--- config.mk ---
export PLATFORM = sky130hd
export DESIGN_NAME = rvde_decode
export DESIGN_NICKNAME = d
export VERILOG_FILES = /design/src/rv64im_decode_execute_unit_defines.svh /design/src/rvde_pkg.sv /design/src/rvde_decode.sv
export SDC_FILE = /design/constraint.sdc
export NUM_CORES = 1
export LEC_CHECK = 0
export ABC_AREA = 1
export CAP_MARGIN = 10
export CORE_AREA = 2 2 250 252
export CTS_BUF_LIST = sky130_fd_sc_hd__clkbuf_4
export DETAILED_ROUTE_END_ITERATION = 10
export DIE_AREA = 0 0 252 254
export DONT_BUFFER_PORTS = 1
export MAX_ROUTING_LAYER = met4
export PLACE_DENSITY = 0.35
export SYNTH_ARGS = -nofsm -noshare
export SYNTH_HDL_FRONTEND = slang
export SYNTH_SLANG_ARGS = --single-unit
export TNS_END_PERCENT = 10
--- constraint.sdc ---
create_clock -name i_clk -period 2.3 [get_ports i_clk]
set_clock_uncertainty 0.2 [all_clocks]
set_input_delay 0.46 -clock i_clk [delete_from_list [all_inputs] [get_ports i_clk]]
set_output_delay 0.46 -clock i_clk [all_outputs]
set_load 0.05 [all_outputs]
--- src/rv64im_decode_execute_unit_defines.svh ---
// Assertion macros shared by the decode and execute unit.
`ifndef RV64IM_DECODE_EXECUTE_UNIT_DEFINES_SVH
`define RV64IM_DECODE_EXECUTE_UNIT_DEFINES_SVH

// Checks a property on every rising clock edge outside reset.
`define RVDE_ASSERT(label, clk, rst_n, prop, msg) \
    label: assert property (@(posedge clk) disable iff (!rst_n) (prop)) else $error(msg);

// Checks that a condition never holds on a rising clock edge outside reset.
`define RVDE_NEVER(label, clk, rst_n, cond, msg) \
    label: assert property (@(posedge clk) disable iff (!rst_n) !(cond)) else $error(msg);

`endif

--- src/rvde_pkg.sv ---
// Types, codes and pipeline constants of the decode and execute unit.
package rvde_pkg;

    localparam int XLEN       = 64;
    localparam int DIV_STEPS  = XLEN;
    localparam int DIV_LAT    = DIV_STEPS + 2;
    localparam int MUL_LAT    = 2;
    localparam int ALU_LAT    = 1;
    localparam int SIDE_DEPTH = DIV_LAT - ALU_LAT;
    localparam int MUL_DLY    = DIV_LAT - MUL_LAT;

    localparam logic [6:0] OPC_OP     = 7'h33;
    localparam logic [6:0] OPC_OPIMM  = 7'h13;
    localparam logic [6:0] OPC_OPW    = 7'h3B;
    localparam logic [6:0] OPC_OPIMMW = 7'h1B;
    localparam logic [6:0] OPC_LUI    = 7'h37;
    localparam logic [6:0] OPC_AUIPC  = 7'h17;
    localparam logic [6:0] OPC_JAL    = 7'h6F;
    localparam logic [6:0] OPC_JALR   = 7'h67;
    localparam logic [6:0] OPC_BRANCH = 7'h63;
    localparam logic [6:0] OPC_LOAD   = 7'h03;
    localparam logic [6:0] OPC_STORE  = 7'h23;
    localparam logic [6:0] OPC_SYSTEM = 7'h73;

    localparam logic [31:0] INSN_ECALL = 32'h0000_0073;

    localparam logic [6:0] F7_BASE   = 7'h00;
    localparam logic [6:0] F7_ALT    = 7'h20;
    localparam logic [6:0] F7_MULDIV = 7'h01;
    localparam logic [6:0] F6_ALT    = 7'h10;

    localparam logic [2:0] F3_ADD  = 3'd0;
    localparam logic [2:0] F3_SLL  = 3'd1;
    localparam logic [2:0] F3_SLT  = 3'd2;
    localparam logic [2:0] F3_SLTU = 3'd3;
    localparam logic [2:0] F3_XOR  = 3'd4;
    localparam logic [2:0] F3_SR   = 3'd5;
    localparam logic [2:0] F3_OR   = 3'd6;
    localparam logic [2:0] F3_AND  = 3'd7;
    localparam logic [2:0] F3_MUL  = 3'd0;
    localparam logic [2:0] F3_DIV  = 3'd4;
    localparam logic [2:0] F3_BEQ  = 3'd0;
    localparam logic [2:0] F3_BNE  = 3'd1;
    localparam logic [2:0] F3_BLT  = 3'd4;
    localparam logic [2:0] F3_BGE  = 3'd5;
    localparam logic [2:0] F3_BLTU = 3'd6;
    localparam logic [2:0] F3_BGEU = 3'd7;
    localparam logic [2:0] F3_LBAD = 3'd7;
    localparam logic [2:0] F3_SMAX = 3'd3;

    typedef enum logic [1:0] {
        ST_OK      = 2'd0,
        ST_ILLEGAL = 2'd1,
        ST_ECALL   = 2'd2
    } t_status;

    typedef enum logic [1:0] {
        MEM_NONE  = 2'd0,
        MEM_LOAD  = 2'd1,
        MEM_STORE = 2'd2
    } t_mem_op;

    typedef enum logic [1:0] {
        RES_ALU,
        RES_MUL,
        RES_DIV
    } t_res_sel;

    typedef enum logic [4:0] {
        ALU_NONE,
        ALU_ADD,
        ALU_SUB,
        ALU_SLL,
        ALU_SLT,
        ALU_SLTU,
        ALU_XOR,
        ALU_SRL,
        ALU_SRA,
        ALU_OR,
        ALU_AND,
        ALU_PASS,
        ALU_AUIPC,
        ALU_LINK,
        ALU_ADDW,
        ALU_SUBW,
        ALU_SLLW,
        ALU_SRLW,
        ALU_SRAW
    } t_alu_op;

    typedef enum logic [3:0] {
        BR_NONE,
        BR_EQ,
        BR_NE,
        BR_LT,
        BR_GE,
        BR_LTU,
        BR_GEU,
        BR_JAL,
        BR_JALR
    } t_br_op;

    typedef struct packed {
        t_status     status;
        logic        write_dest;
        logic [4:0]  dest_index;
        t_alu_op     alu_op;
        t_res_sel    res_sel;
        t_br_op      br_op;
        t_mem_op     mem_op;
        logic [1:0]  mem_size;
        logic        mem_signed;
    } t_ctrl;

    typedef struct packed {
        t_ctrl       ctrl;
        logic [63:0] pc;
        logic [63:0] src1;
        logic [63:0] src2;
        logic [63:0] op2;
        logic [63:0] imm_tgt;
        logic [63:0] store_data;
    } t_dec;

    typedef struct packed {
        t_status     status;
        logic        write_dest;
        logic [4:0]  dest_index;
        t_res_sel    res_sel;
        logic [63:0] result;
        t_mem_op     mem_op;
        logic [1:0]  mem_size;
        logic        mem_signed;
        logic [63:0] store_data;
        logic        redirect;
        logic [63:0] next_pc;
    } t_side;

endpackage

--- src/rvde_decode.sv ---
// Instruction decode stage: control fields, operands and immediates, registered.
module rvde_decode (
    input  logic               i_clk,
    input  logic               i_rst_n,
    input  logic               i_en,
    input  logic               i_valid,
    input  logic        [31:0] i_instruction,
    input  logic        [63:0] i_pc_value,
    input  logic        [63:0] i_src1_value,
    input  logic        [63:0] i_src2_value,
    output logic               o_valid,
    output rvde_pkg::t_dec     o_dec
);

    logic           r_valid;
    rvde_pkg::t_dec r_dec;
    rvde_pkg::t_dec n_dec;

    always_comb begin
        logic [6:0]  opc;
        logic [2:0]  f3;
        logic [6:0]  f7;
        logic [4:0]  rd;
        logic [63:0] imm_i;
        logic [63:0] imm_s;
        logic [63:0] imm_b;
        logic [63:0] imm_u;
        logic [63:0] imm_j;
        logic        is_imm;
        logic        f7_bad;
        logic [6:0]  hi;
        logic [6:0]  arith;
        logic        wr;
        logic        bad;

        opc    = i_instruction[6:0];
        f3     = i_instruction[14:12];
        f7     = i_instruction[31:25];
        rd     = i_instruction[11:7];
        imm_i  = {{52{i_instruction[31]}}, i_instruction[31:20]};
        imm_s  = {{52{i_instruction[31]}}, i_instruction[31:25], i_instruction[11:7]};
        imm_b  = {{51{i_instruction[31]}}, i_instruction[31], i_instruction[7],
                  i_instruction[30:25], i_instruction[11:8], 1'b0};
        imm_u  = {{32{i_instruction[31]}}, i_instruction[31:12], 12'h000};
        imm_j  = {{43{i_instruction[31]}}, i_instruction[31], i_instruction[19:12],
                  i_instruction[20], i_instruction[30:21], 1'b0};
        is_imm = (opc == rvde_pkg::OPC_OPIMM) || (opc == rvde_pkg::OPC_OPIMMW);
        f7_bad = !is_imm && (f7 != rvde_pkg::F7_BASE);
        hi     = is_imm ? {1'b0, i_instruction[31:26]} : f7;
        arith  = is_imm ? rvde_pkg::F6_ALT : rvde_pkg::F7_ALT;
        wr     = 1'b0;
        bad    = 1'b0;

        n_dec                 = '0;
        n_dec.ctrl.status     = rvde_pkg::ST_OK;
        n_dec.ctrl.alu_op     = rvde_pkg::ALU_NONE;
        n_dec.ctrl.res_sel    = rvde_pkg::RES_ALU;
        n_dec.ctrl.br_op      = rvde_pkg::BR_NONE;
        n_dec.ctrl.mem_op     = rvde_pkg::MEM_NONE;
        n_dec.pc              = i_pc_value;
        n_dec.src1            = i_src1_value;
        n_dec.src2            = i_src2_value;
        n_dec.op2             = is_imm ? imm_i : i_src2_value;

        unique case (opc) inside
            rvde_pkg::OPC_OP, rvde_pkg::OPC_OPIMM: begin
                wr = 1'b1;
                if (!is_imm && f7 == rvde_pkg::F7_MULDIV) begin
                    if (f3 == rvde_pkg::F3_MUL) begin
                        n_dec.ctrl.res_sel = rvde_pkg::RES_MUL;
                    end else if (f3 == rvde_pkg::F3_DIV) begin
                        n_dec.ctrl.res_sel = rvde_pkg::RES_DIV;
                    end else begin
                        bad = 1'b1;
                    end
                end else begin
                    unique case (f3)
                        rvde_pkg::F3_ADD: begin
                            if (is_imm || f7 == rvde_pkg::F7_BASE) begin
                                n_dec.ctrl.alu_op = rvde_pkg::ALU_ADD;
                            end else if (f7 == rvde_pkg::F7_ALT) begin
                                n_dec.ctrl.alu_op = rvde_pkg::ALU_SUB;
                            end else begin
                                bad = 1'b1;
                            end
                        end
                        rvde_pkg::F3_SLL:  n_dec.ctrl.alu_op = rvde_pkg::ALU_SLL;
                        rvde_pkg::F3_SLT:  n_dec.ctrl.alu_op = rvde_pkg::ALU_SLT;
                        rvde_pkg::F3_SLTU: n_dec.ctrl.alu_op = rvde_pkg::ALU_SLTU;
                        rvde_pkg::F3_XOR:  n_dec.ctrl.alu_op = rvde_pkg::ALU_XOR;
                        rvde_pkg::F3_SR: begin
                            if (hi == rvde_pkg::F7_BASE) begin
                                n_dec.ctrl.alu_op = rvde_pkg::ALU_SRL;
                            end else if (hi == arith) begin
                                n_dec.ctrl.alu_op = rvde_pkg::ALU_SRA;
                            end else begin
                                bad = 1'b1;
                            end
                        end
                        rvde_pkg::F3_OR:   n_dec.ctrl.alu_op = rvde_pkg::ALU_OR;
                        default:           n_dec.ctrl.alu_op = rvde_pkg::ALU_AND;
                    endcase
                    // Register forms other than add, sub and shifts right need funct7 zero.
                    if (f7_bad && f3 != rvde_pkg::F3_ADD && f3 != rvde_pkg::F3_SR) begin
                        bad = 1'b1;
                    end
                end
            end
            rvde_pkg::OPC_OPW, rvde_pkg::OPC_OPIMMW: begin
                wr = 1'b1;
                if (f3 == rvde_pkg::F3_ADD) begin
                    if (is_imm || f7 == rvde_pkg::F7_BASE) begin
                        n_dec.ctrl.alu_op = rvde_pkg::ALU_ADDW;
                    end else if (f7 == rvde_pkg::F7_ALT) begin
                        n_dec.ctrl.alu_op = rvde_pkg::ALU_SUBW;
                    end else begin
                        bad = 1'b1;
                    end
                end else if (f3 == rvde_pkg::F3_SLL) begin
                    if (f7_bad) begin
                        bad = 1'b1;
                    end else begin
                        n_dec.ctrl.alu_op = rvde_pkg::ALU_SLLW;
                    end
                end else if (f3 == rvde_pkg::F3_SR) begin
                    if (f7 == rvde_pkg::F7_BASE) begin
                        n_dec.ctrl.alu_op = rvde_pkg::ALU_SRLW;
                    end else if (f7 == rvde_pkg::F7_ALT) begin
                        n_dec.ctrl.alu_op = rvde_pkg::ALU_SRAW;
                    end else begin
                        bad = 1'b1;
                    end
                end else begin
                    bad = 1'b1;
                end
            end
            rvde_pkg::OPC_LUI: begin
                wr                = 1'b1;
                n_dec.op2         = imm_u;
                n_dec.ctrl.alu_op = rvde_pkg::ALU_PASS;
            end
            rvde_pkg::OPC_AUIPC: begin
                wr                = 1'b1;
                n_dec.op2         = imm_u;
                n_dec.ctrl.alu_op = rvde_pkg::ALU_AUIPC;
            end
            rvde_pkg::OPC_JAL: begin
                wr                = 1'b1;
                n_dec.ctrl.alu_op = rvde_pkg::ALU_LINK;
                n_dec.ctrl.br_op  = rvde_pkg::BR_JAL;
                n_dec.imm_tgt     = imm_j;
            end
            rvde_pkg::OPC_JALR: begin
                wr                = 1'b1;
                n_dec.ctrl.alu_op = rvde_pkg::ALU_LINK;
                n_dec.ctrl.br_op  = rvde_pkg::BR_JALR;
                n_dec.imm_tgt     = imm_i;
            end
            rvde_pkg::OPC_BRANCH: begin
                n_dec.imm_tgt = imm_b;
                unique case (f3)
                    rvde_pkg::F3_BEQ:  n_dec.ctrl.br_op = rvde_pkg::BR_EQ;
                    rvde_pkg::F3_BNE:  n_dec.ctrl.br_op = rvde_pkg::BR_NE;
                    rvde_pkg::F3_BLT:  n_dec.ctrl.br_op = rvde_pkg::BR_LT;
                    rvde_pkg::F3_BGE:  n_dec.ctrl.br_op = rvde_pkg::BR_GE;
                    rvde_pkg::F3_BLTU: n_dec.ctrl.br_op = rvde_pkg::BR_LTU;
                    rvde_pkg::F3_BGEU: n_dec.ctrl.br_op = rvde_pkg::BR_GEU;
                    default:           bad = 1'b1;
                endcase
            end
            rvde_pkg::OPC_LOAD: begin
                if (f3 == rvde_pkg::F3_LBAD) begin
                    bad = 1'b1;
                end else begin
                    wr                    = 1'b1;
                    n_dec.op2             = imm_i;
                    n_dec.ctrl.alu_op     = rvde_pkg::ALU_ADD;
                    n_dec.ctrl.mem_op     = rvde_pkg::MEM_LOAD;
                    n_dec.ctrl.mem_size   = f3[1:0];
                    n_dec.ctrl.mem_signed = !f3[2];
                end
            end
            rvde_pkg::OPC_STORE: begin
                if (f3 > rvde_pkg::F3_SMAX) begin
                    bad = 1'b1;
                end else begin
                    n_dec.op2           = imm_s;
                    n_dec.ctrl.alu_op   = rvde_pkg::ALU_ADD;
                    n_dec.ctrl.mem_op   = rvde_pkg::MEM_STORE;
                    n_dec.ctrl.mem_size = f3[1:0];
                    unique case (f3[1:0])
                        2'd0:    n_dec.store_data = {56'h0, i_src2_value[7:0]};
                        2'd1:    n_dec.store_data = {48'h0, i_src2_value[15:0]};
                        2'd2:    n_dec.store_data = {32'h0, i_src2_value[31:0]};
                        default: n_dec.store_data = i_src2_value;
                    endcase
                end
            end
            rvde_pkg::OPC_SYSTEM: begin
                if (i_instruction == rvde_pkg::INSN_ECALL) begin
                    n_dec.ctrl.status = rvde_pkg::ST_ECALL;
                end else begin
                    bad = 1'b1;
                end
            end
            default: bad = 1'b1;
        endcase

        if (bad) begin
            wr                    = 1'b0;
            n_dec.ctrl.status     = rvde_pkg::ST_ILLEGAL;
            n_dec.ctrl.alu_op     = rvde_pkg::ALU_NONE;
            n_dec.ctrl.res_sel    = rvde_pkg::RES_ALU;
            n_dec.ctrl.br_op      = rvde_pkg::BR_NONE;
            n_dec.ctrl.mem_op     = rvde_pkg::MEM_NONE;
            n_dec.ctrl.mem_size   = 2'd0;
            n_dec.ctrl.mem_signed = 1'b0;
            n_dec.store_data      = '0;
        end

        n_dec.ctrl.dest_index = wr ? rd : 5'd0;
        n_dec.ctrl.write_dest = wr && (rd != 5'd0);
    end

    always_ff @(posedge i_clk) begin
        if (!i_rst_n) begin
            r_valid <= 1'b0;
        end else if (i_en) begin
            r_valid <= i_valid;
        end
    end

    always_ff @(posedge i_clk) begin
        if (i_en) begin
            r_dec <= n_dec;
        end
    end

    assign o_valid = r_valid;
    assign o_dec   = r_dec;

endmodule

==> results of run 1 <==
## registers in the layout (all words and copies together), names as in the netlist
name and cells:
o_valid 1, o_dec 365
## cell families (layout without fill, tap and decap cells)
logic type      after synthesis  after routing  synth area share (%)
buf+inv                     201            745                  6.81
simple gates                333            333                  10.5
flops                       366            366                  76.2
other cells                   0              7                     0
compound gates              162            162                  6.43
## cell usage after synthesis (3+ instances only)
cell,n
edfxtp_1,365
nand2_1,140
o21ai_0,114
inv_1,105
nor2_1,68
nor3_1,59
buf_4,46
clkbuf_1,24
nand3_1,22
nand4_1,21
o211ai_1,20
buf_2,10
inv_2,9
a21oi_1,8
nor2_2,6
nor2_4,6
o221ai_1,6
buf_6,5
nand3_2,5
o22ai_1,5
nand2_2,3
o21ai_1,3
o31ai_1,3
## area by class of cell
cell class / instances / area share, %
antenna: 7 / 0.0845
clock buffer: 138 / 5.00
clock inverter: 43 / 1.23
inverter: 115 / 2.09
multi-input combinational: 495 / 11.9
sequential: 366 / 53.0
tap: 790 / 4.77
timing repair buffer: 449 / 22.0
## per-stage QoR
| stage | instance area (um2) | setup TNS (ns) | utilization [%] | worst slack [ns] | hold WS [ns] |
|---|---|---|---|---|---|
| 2_1_floorplan | 14400 | 0 | - | 0.0116 | 0.353 |
| 3_3_place_gp | 15500 | 0 | 25.3 | 0.0169 | 0.359 |
| 3_5_place_dp | 15500 | 0 | 25.3 | 0.00412 | 0.359 |
| 4_1_cts | 20700 | -39.56 | 33.8 | -0.913 | -0.556 |
| 5_1_grt | 20700 | -31.65 | 33.8 | -0.854 | -0.528 |
| 6_report | 20700 | -24.27 | 33.8 | -0.715 | -0.402 |
## final timing paths
check	end	slack, ns	start	cells after the start
hold reg to reg	o_valid	1.14	o_valid	3
hold / removal	o_dec[390]	-0.40	i_en	0
setup reg to reg	o_valid	0.47	o_valid	3
setup / recovery	o_dec[111]	-0.72	o_dec[126]	2
## timing repair
action,4_1_cts,5_1_grt
buffers inserted,0,0
resized for setup,4,4
endpoints found under the hold margin,730,365
setup endpoints to repair,236,117
## layer usage
metal	part of all wire (%)	global-route usage, %	vias up
met5	0	-	-
met4	3.5	7.93	0
met3	8.9	6.48	94
met2	50	29.1	504
met1	38	18.3	5098
li1	-	-	4754
## power by group
part / switching (mW) / leakage, nW / total [mW] / internal (mW)
sequential: 2.00 / 3.55 / 9.93 / 7.93
clock: 2.98 / 0.769 / 6.02 / 3.05
combinational: 0.631 / 3.63 / 1.21 / 0.582
## worst reg2reg max path, cell delays in order (launching register included)
cell	delay (ns)
dfxtp_1	0.64
o21ai_0	0.16
a21oi_1	0.18
dlygate4sd3_1	0.59
==> summary.md, run 1 <==
Total grt overflow: 0. The layout overhead on the synthesized area was 43.9%; the placeable core region was 0.0613 mm2. The number of antenna violations at the first check in global routing came out at 6.

Number of enable flip-flop cells after synthesis: 365. The total routing usage reported by global routing is 17.4%. At the end of the flow, the number of nets in the layout was 1756. The critical path is of the reg -> out type. Type of origin of the critical path: a flop. The final reports fail on negative hold slack, max-slew violations, negative setup slack. Class of the tightest hold or removal check: in -> reg.

The number of standard-cell rows in the floorplan is 91. The post-layout minimum cycle time was 3.02 ns; the number of H-tree branching levels was 3. The flow ran to the end, but the final reports show violations.

Setup violations remaining at the end of the flow were counted as 44. The maximum number of buffers from clock root to sink is 3. Traced cell by cell, the critical path runs through clkbuf_16 -> buf_16.

Excluding fillers, the count of instances in the completed layout stands at 2403. Counting flops and latches in the post-synthesis netlist gives 366. The cell count after placement is 1824.

Hold repair after CTS inserted 391 buffers. Of the cells placed in the final design, the portion with a size suffix greater than 1 is 15.4%. The cell sitting at the root of the clock tree is a clkbuf_4. The height of the die was 254 um. TritonCTS built the clock tree.

The post-detailed-route wirelength per cell was 23.4 um. Timing would allow up to 0.332 GHz. For the pin with the worst max-slew slack, the measured transition is 2.16 ns. For the worst setup path, the data arrival time is 2.36 ns. For this block, the routed nets add up to 56.3 mm of wire. Summing every instance area after synthesis gives 0.0144 mm2. The post-route fraction of the period consumed by the critical path works out to 131%. The sequential cells in the finished layout cover a total of 0.0110 mm2.

For the number of design rule violations left after detail routing, the log shows 0. The number of buffer cells added on primary ports was 0. TritonCTS created 101 clock buffers. STA puts the critical path data required time at 1.64 ns.

The maximum number of pins on one net before global-route repair was 368; the static leakage power was 7.95 nW. Once detail routing completed, the nets flagged for antenna violations numbered 0. In this run the worst path has a maximum fanout of 19. The tools report the post-synth net total as 1290. The wire length of the first global-routing pass was 77.5 mm. The top cell type's share of synthesized area was 76.1%. After detailed routing, the number of vias per cell comes to 4.35.

The run gives 366 as the CTS sink count. The pre-antenna-repair detailed-routing pass consisted of 5 iterations. The number of inserted filler cells in the final layout was 6002; the mean cell area of the mapped netlist was 13.6 um2. The tools report the worst IR drop on VDD as 0.345 mV. Sum of buffers and inverters on the critical path: 2.

For the final critical-path setup slack, the log shows -0.715 ns. For the count of routing violations after the opening detailed-route iteration, the log shows 539. Yosys attributes the largest share of cell area to edfxtp_1 76%, o21ai_0 4.0%, nand2_1 3.6%. The worst stage delay on the critical path came out at 0.71 ns.

STA classifies the critical path endpoint as an output port. Yosys printed 0 warnings. The design draws 17.2 mW.

The number of global-route vias before repair was 11000. After synthesis, the netlist uses 32 different library cells. Power spread over the standard cell area amounts to 828 mW/mm2. Final count of pins violating max slew: 216.

The share of the Yosys chip area taken by registers is 76.2%. The commonest non-fill, non-tap cell in the layout is dlygate4sd3_1. The most used flip-flop cell after synthesis is edfxtp_1. The largest total area in the synthesized netlist belongs to edfxtp_1. The die is 252 um wide. For this configuration, the core starts out at a cell density of 23.5%. The tools report the floorplan die area as 0.0640 mm2. In the final layout, the multi-input gates occupy 0.00246 mm2.

Setup repair after global routing could not meet its margin everywhere. Routability-driven placement finished with a final weighted congestion of 0.833. The insertion delay of the later-clocked pin in the worst-skew pair is 0.80 ns, and the hold slack is -0.402 ns. The routed layout has 10500 vias. The post-synthesis async set-or-reset flop share was 0%.

The tools report the final-report hold violation count as 40. The worst max-slew margin expressed relative to the limit was -43.8%. Grouping stages by cell kind, the critical path spends the most delay in buffers and inverters. Placed wire-length estimate after detailed placement: 37.5 mm. The number of primary I/O pins was 637. The max-cap violation count was 0. The top cell types in the final layout, fill and taps aside, are 389 x dlygate4sd3_1, 365 x edfxtp_1, 139 x nand2_1, 138 x clkbuf_4, 114 x o21ai_0. Synthesis produced a netlist whose cell count is 1062. Cell with the largest stage delay on the worst path: clkbuf_16. After clock tree synthesis, the clock-pin slew on the worst setup and hold paths is 0.07 ns.
No activity file was read; power rests on OpenSTA's default activity.
==> run 2, diff against run 1 <==
--- a/config.mk
+++ b/config.mk
@@ -12,6 +12,7 @@
 export DETAILED_ROUTE_END_ITERATION = 10
 export DIE_AREA = 0 0 252 254
 export DONT_BUFFER_PORTS = 1
+export HOLD_SLACK_MARGIN = 0.06
 export MAX_ROUTING_LAYER = met4
 export PLACE_DENSITY = 0.35
 export SYNTH_ARGS = -nofsm -noshare
==> run 2 against run 1 <==
Against the previous run:
- the flow now stops in clock tree synthesis (4_1_cts)
- area after synthesis did not move
- synthesized cell count unchanged
==> summary.md, run 2 <==
The number of primary I/O pins was 637 (unchanged). Starting density of the core: 23.5% (unchanged). The maximum number of buffers from clock root to sink came out at 3 (unchanged). The top cell type's share of synthesized area is 76.1% (unchanged), and the post-synth net total is 1290 (unchanged).

The logs give 0 (unchanged) for the count of buffers added by post-CTS timing repair for setup and 0 (unchanged) for the Yosys warning count. The run gives 402 (+2.8%) as the hold buffer count at cts. The tree is rooted in a clkbuf_4. The height of the die came out at 254 um (unchanged). The tools report the placed wire-length estimate after detailed placement as 37.5 mm (unchanged).

The flow halted during clock tree synthesis (4_1_cts). The routability congestion estimate came out at 0.833 (unchanged). The commonest cells after synthesis are 365 x edfxtp_1, 140 x nand2_1, 114 x o21ai_0. The run gives 32 (unchanged) as the number of library cell types mapped by synthesis. Number of standard-cell rows in the floorplan: 91 (unchanged). Of all cell types, the one taking the most synthesized area is edfxtp_1.

By area the synthesized netlist is led by edfxtp_1 76%, o21ai_0 4.0%, nand2_1 3.6%. The synthesized flop and latch total works out to 366 (unchanged). Among all cell types in the netlist, the one instantiated most often is edfxtp_1. The number of buffers created by CTS came out at 101 (unchanged). In the synthesized netlist the dominant register cell turns out to be edfxtp_1.

The CTS sink count was 366 (unchanged); the proportion of synthesized chip area in sequential cells was 76.2% (unchanged). The number of standard cells after synthesis is 1062 (unchanged), and the number of buffer cells added on primary ports is 0 (unchanged). The horizontal die dimension is 252 um (unchanged), and the total standard cell area after synthesis is 0.0144 mm2 (unchanged). The first error in the log reads "[ERROR RSZ-0060] Max buffer count reached".

The post-synthesis async set-or-reset flop share was 0% (unchanged); the number of H-tree branching levels was 3 (unchanged). The number of instances resized during post-cts repair is 4 (unchanged), and the number of enable flip-flop cells after synthesis is 365 (unchanged). Mean cell area of the mapped netlist: 13.6 um2 (unchanged).

The flow did not finish.
## run 2: cells by family after synthesis
group           share of synthesized area (%)
compound gates                           6.43
buf+inv                                  6.81
flops                                    76.2
simple gates                             10.5
## run 2: metrics by stage
step / utilization (%) / cells / setup WS, ns / hold WS [ns] / area, um2
after detailed placement: 25.3 / 1824 / 0.00412 / 0.359 / 15500
after floorplan: - / 1062 / 0.0116 / 0.353 / 14400
after global placement: 25.3 / 1824 / 0.0169 / 0.359 / 15500
==> run 3, diff against run 2 <==
--- a/config.mk
+++ b/config.mk
@@ -7,14 +7,11 @@
 export LEC_CHECK = 0
 export ABC_AREA = 1
 export CAP_MARGIN = 10
-export CORE_AREA = 2 2 250 252
-export CTS_BUF_LIST = sky130_fd_sc_hd__clkbuf_4
+export CORE_AREA = 2 2 251 253
 export DETAILED_ROUTE_END_ITERATION = 10
-export DIE_AREA = 0 0 252 254
+export DIE_AREA = 0 0 253 255
 export DONT_BUFFER_PORTS = 1
-export HOLD_SLACK_MARGIN = 0.06
-export MAX_ROUTING_LAYER = met4
-export PLACE_DENSITY = 0.35
+export PLACE_DENSITY_LB_ADDON = 0.15
 export SYNTH_ARGS = -nofsm -noshare
 export SYNTH_HDL_FRONTEND = slang
 export SYNTH_SLANG_ARGS = --single-unit
==> run 3 against run 2 <==
Against the previous run:
- the flow now finishes, with violations (negative hold slack, max-slew violations, negative setup slack)
==> summary.md, run 3 (same netlist as run 1, synthesis figures left out) <==
In this run the static leakage power is 7.01 nW. The height of the die is 255 um (+0.39%), and the total of endpoints with negative setup slack in the final report is 43. The power density relative to cell area came out at 927 mW/mm2.

The tightest min-delay check is of the in -> reg type. The critical path class is reg -> out. The number of standard-cell rows in the floorplan was 92 (+1.1%). Entering global routing, the biggest net connects 368 pins. Of the total power, the clock network draws 38.1%. The final layout contains 1514 nets. For this run, design rule violations remaining after detail routing come to 0. The register with the most flip-flops in the layout has 365 of them. Of the cells placed in the final design, the portion with a size suffix greater than 1 is 11.6%. For the worst setup path, the data required time is 1.64 ns. The total area of sequential cells is 0.0110 mm2, and the final routed wirelength across all metal layers is 53.1 mm. At the pin with the least slew margin, the transition time is 2.10 ns.

Number of antenna violations at the first check in global routing: 1. The critical path goes through clkbuf_16 -> buf_16. The routability congestion estimate was 0.835 (+0.16%); the total grt overflow was 0. After detailed routing, the average wire length per cell comes to 25.1 um. The post-layout minimum cycle time was 2.74 ns; the number of nets still failing antenna checks after routing was 0. Across the run, the number of max-cap violations was 0. The commonest non-fill, non-tap cell in the layout was edfxtp_1. The die covers 0.0645 mm2. Number of detailed-route iterations in the first pass: 5. The count of buffers added by post-CTS timing repair for setup was 0 (unchanged).

The flow ran to the end, but the final reports show violations. The layout overhead on the synthesized area is 31.3%. The final count of pins violating max slew came out at 180.

The cell family contributing the most delay on the critical path is buffers and inverters. The worst path uses 119% of the clock period. The net load switching power is 5.39 mW, and the final instance area is 0.0189 mm2. The logs give 3 (unchanged) for the maximum number of buffers from clock root to sink and 744 for the count of routing violations after the opening detailed-route iteration. The number of buffers created by CTS came out at 43 (-57%). For the overall power consumption, the log shows 17.5 mW. The worst setup path is captured at an output port. The area of the multi-input gates is 0.00246 mm2, and the insertion delay of the later-clocked pin in the worst-skew pair is 0.57 ns. For this run, the top clock speed supported by timing is 0.364 GHz. The number of buffer cells added on primary ports came out at 0 (unchanged). The first global-routing pass estimated 71.4 mm of wire. Placement-stage cell area: 0.0154 mm2 (-0.44%). The placed wire-length estimate after detailed placement came out at 36.9 mm (-1.6%). In the layout the commonest cells are 365 x edfxtp_1, 211 x dlygate4sd3_1, 139 x nand2_1, 114 x o21ai_0, 105 x inv_1.

The number of H-tree branching levels was 2 (-1); the switching fraction of total power was 30.8%. For the starting density of the core, the log shows 23.2% (-0.34 points). The via total after detailed routing came out at 9263.

Global routing consumed, over all layers together, 15.5% of the routing resources. The filler cells instantiated in the layout total 6236. In this run the worst path has a maximum fanout of 20. Clock-pin slew was measured on the worst setup and hold paths at 0.06 ns. TritonCTS built the clock tree.

Setup total negative slack on the finished layout was measured at -12.48 ns. The placeable core region was 0.0622 mm2. Post-layout instance count excluding filler cells: 2118. Data on the critical path arrives at its endpoint at 2.08 ns. The final core utilization is 30.4%, and the number of primary I/O pins is 637 (unchanged).

For this run, the slowest stage of the critical path takes 0.74 ns. For the hold buffer count at cts, the log shows 211 (-48%). 0 antenna diodes ended up in the layout. The horizontal die dimension was 253 um (+0.40%). On the critical path, the stage with the largest delay is an instance of clkbuf_16. Measured against its own limit, the worst slew margin works out to -39.7%. The number of vias per cell was 4.37; the cell count after placement was 1829 (+0.27%).

Setup repair after global routing could not meet its margin everywhere. Counting both buffers and inverters, the worst setup path holds a total of 2. Per report_power, the combinational group accounts for 5.3% of the total. Number of global-route vias before repair: 9545. The tools report the clock tree root driver cell as clkbuf_16. Final critical-path setup slack: -0.444 ns. The worst IR drop on VDD was 0.533 mV; the CTS sink count was 366 (unchanged). In this run, flip-flops and latches consume 56.6% of the power. The final reports fail on negative hold slack, max-slew violations, negative setup slack. The internal portion of the total power is 12.1 mW. For the hold slack, the log shows -0.0908 ns. The final-report hold violation count was 12. Type of origin of the critical path: a flop.
[run 3: path summary, 6_finish.rpt]
path / startpoint / end / slack [ns] / cells past startpoint
worst max register to register: o_valid / o_valid / 0.54 / 3
worst min-delay path: i_en / o_dec[17] / -0.09 / 0
worst max-delay path: o_dec[126] / o_dec[100] / -0.44 / 2
worst min register to register: o_valid / o_valid / 1.17 / 3
[run 3: power groups by stage]
stage	combinational (mW)	sequential, mW	clock, mW
after floorplan	0.468	9.87	0
after global placement	0.598	10.1	0
after detailed placement	0.604	10.0	0
after CTS	0.946	9.92	6.89
after global routing	1.01	9.94	7.13
final	0.933	9.92	6.67
[run 3: cell type report]
class                           instances  share of cell area, %
Clock inverter                         29                   1.18
Clock buffer                           49                   6.04
Timing Repair Buffer                  265                   14.1
Tap cell                              799                   5.29
Inverter                              115                   2.30
Multi-Input combinational cell        495                   13.0
Sequential cell                       366                   58.1
[run 3: what timing repair did]
item                                    in CTS  in global routing
endpoints found under the setup margin      43                 43
pin swaps                                    0                  0
resized for setup                            2                  3
cloned                                       0                  0
hold endpoints to repair                   621                225
[run 3: worst register-to-register path: cells and delay by family, from the launching register on]
kind	cells	cell delay, ns
AOI/OAI and AO/OA	2	0.31
buffers and inverters	1	0.56
DFF	1	0.64
[run 3: metal layers]
metal / vias to the layer above / wire length, um / GRT usage (%)
met5: - / 0 / 0
met4: 0 / 1180 / 4.41
met3: 65 / 4230 / 5.04
met2: 439 / 27200 / 27.8
met1: 4560 / 20500 / 17.7
li1: 4199 / - / -
[run 3: metrics by stage]
stage	hold WS [ns]	setup WS [ns]
global placement	0.359	0.0732
finish	-0.0908	-0.444
global route	-0.184	-0.538
CTS	-0.177	-0.519
floorplan	0.353	0.0116
detailed placement	0.359	0.0282
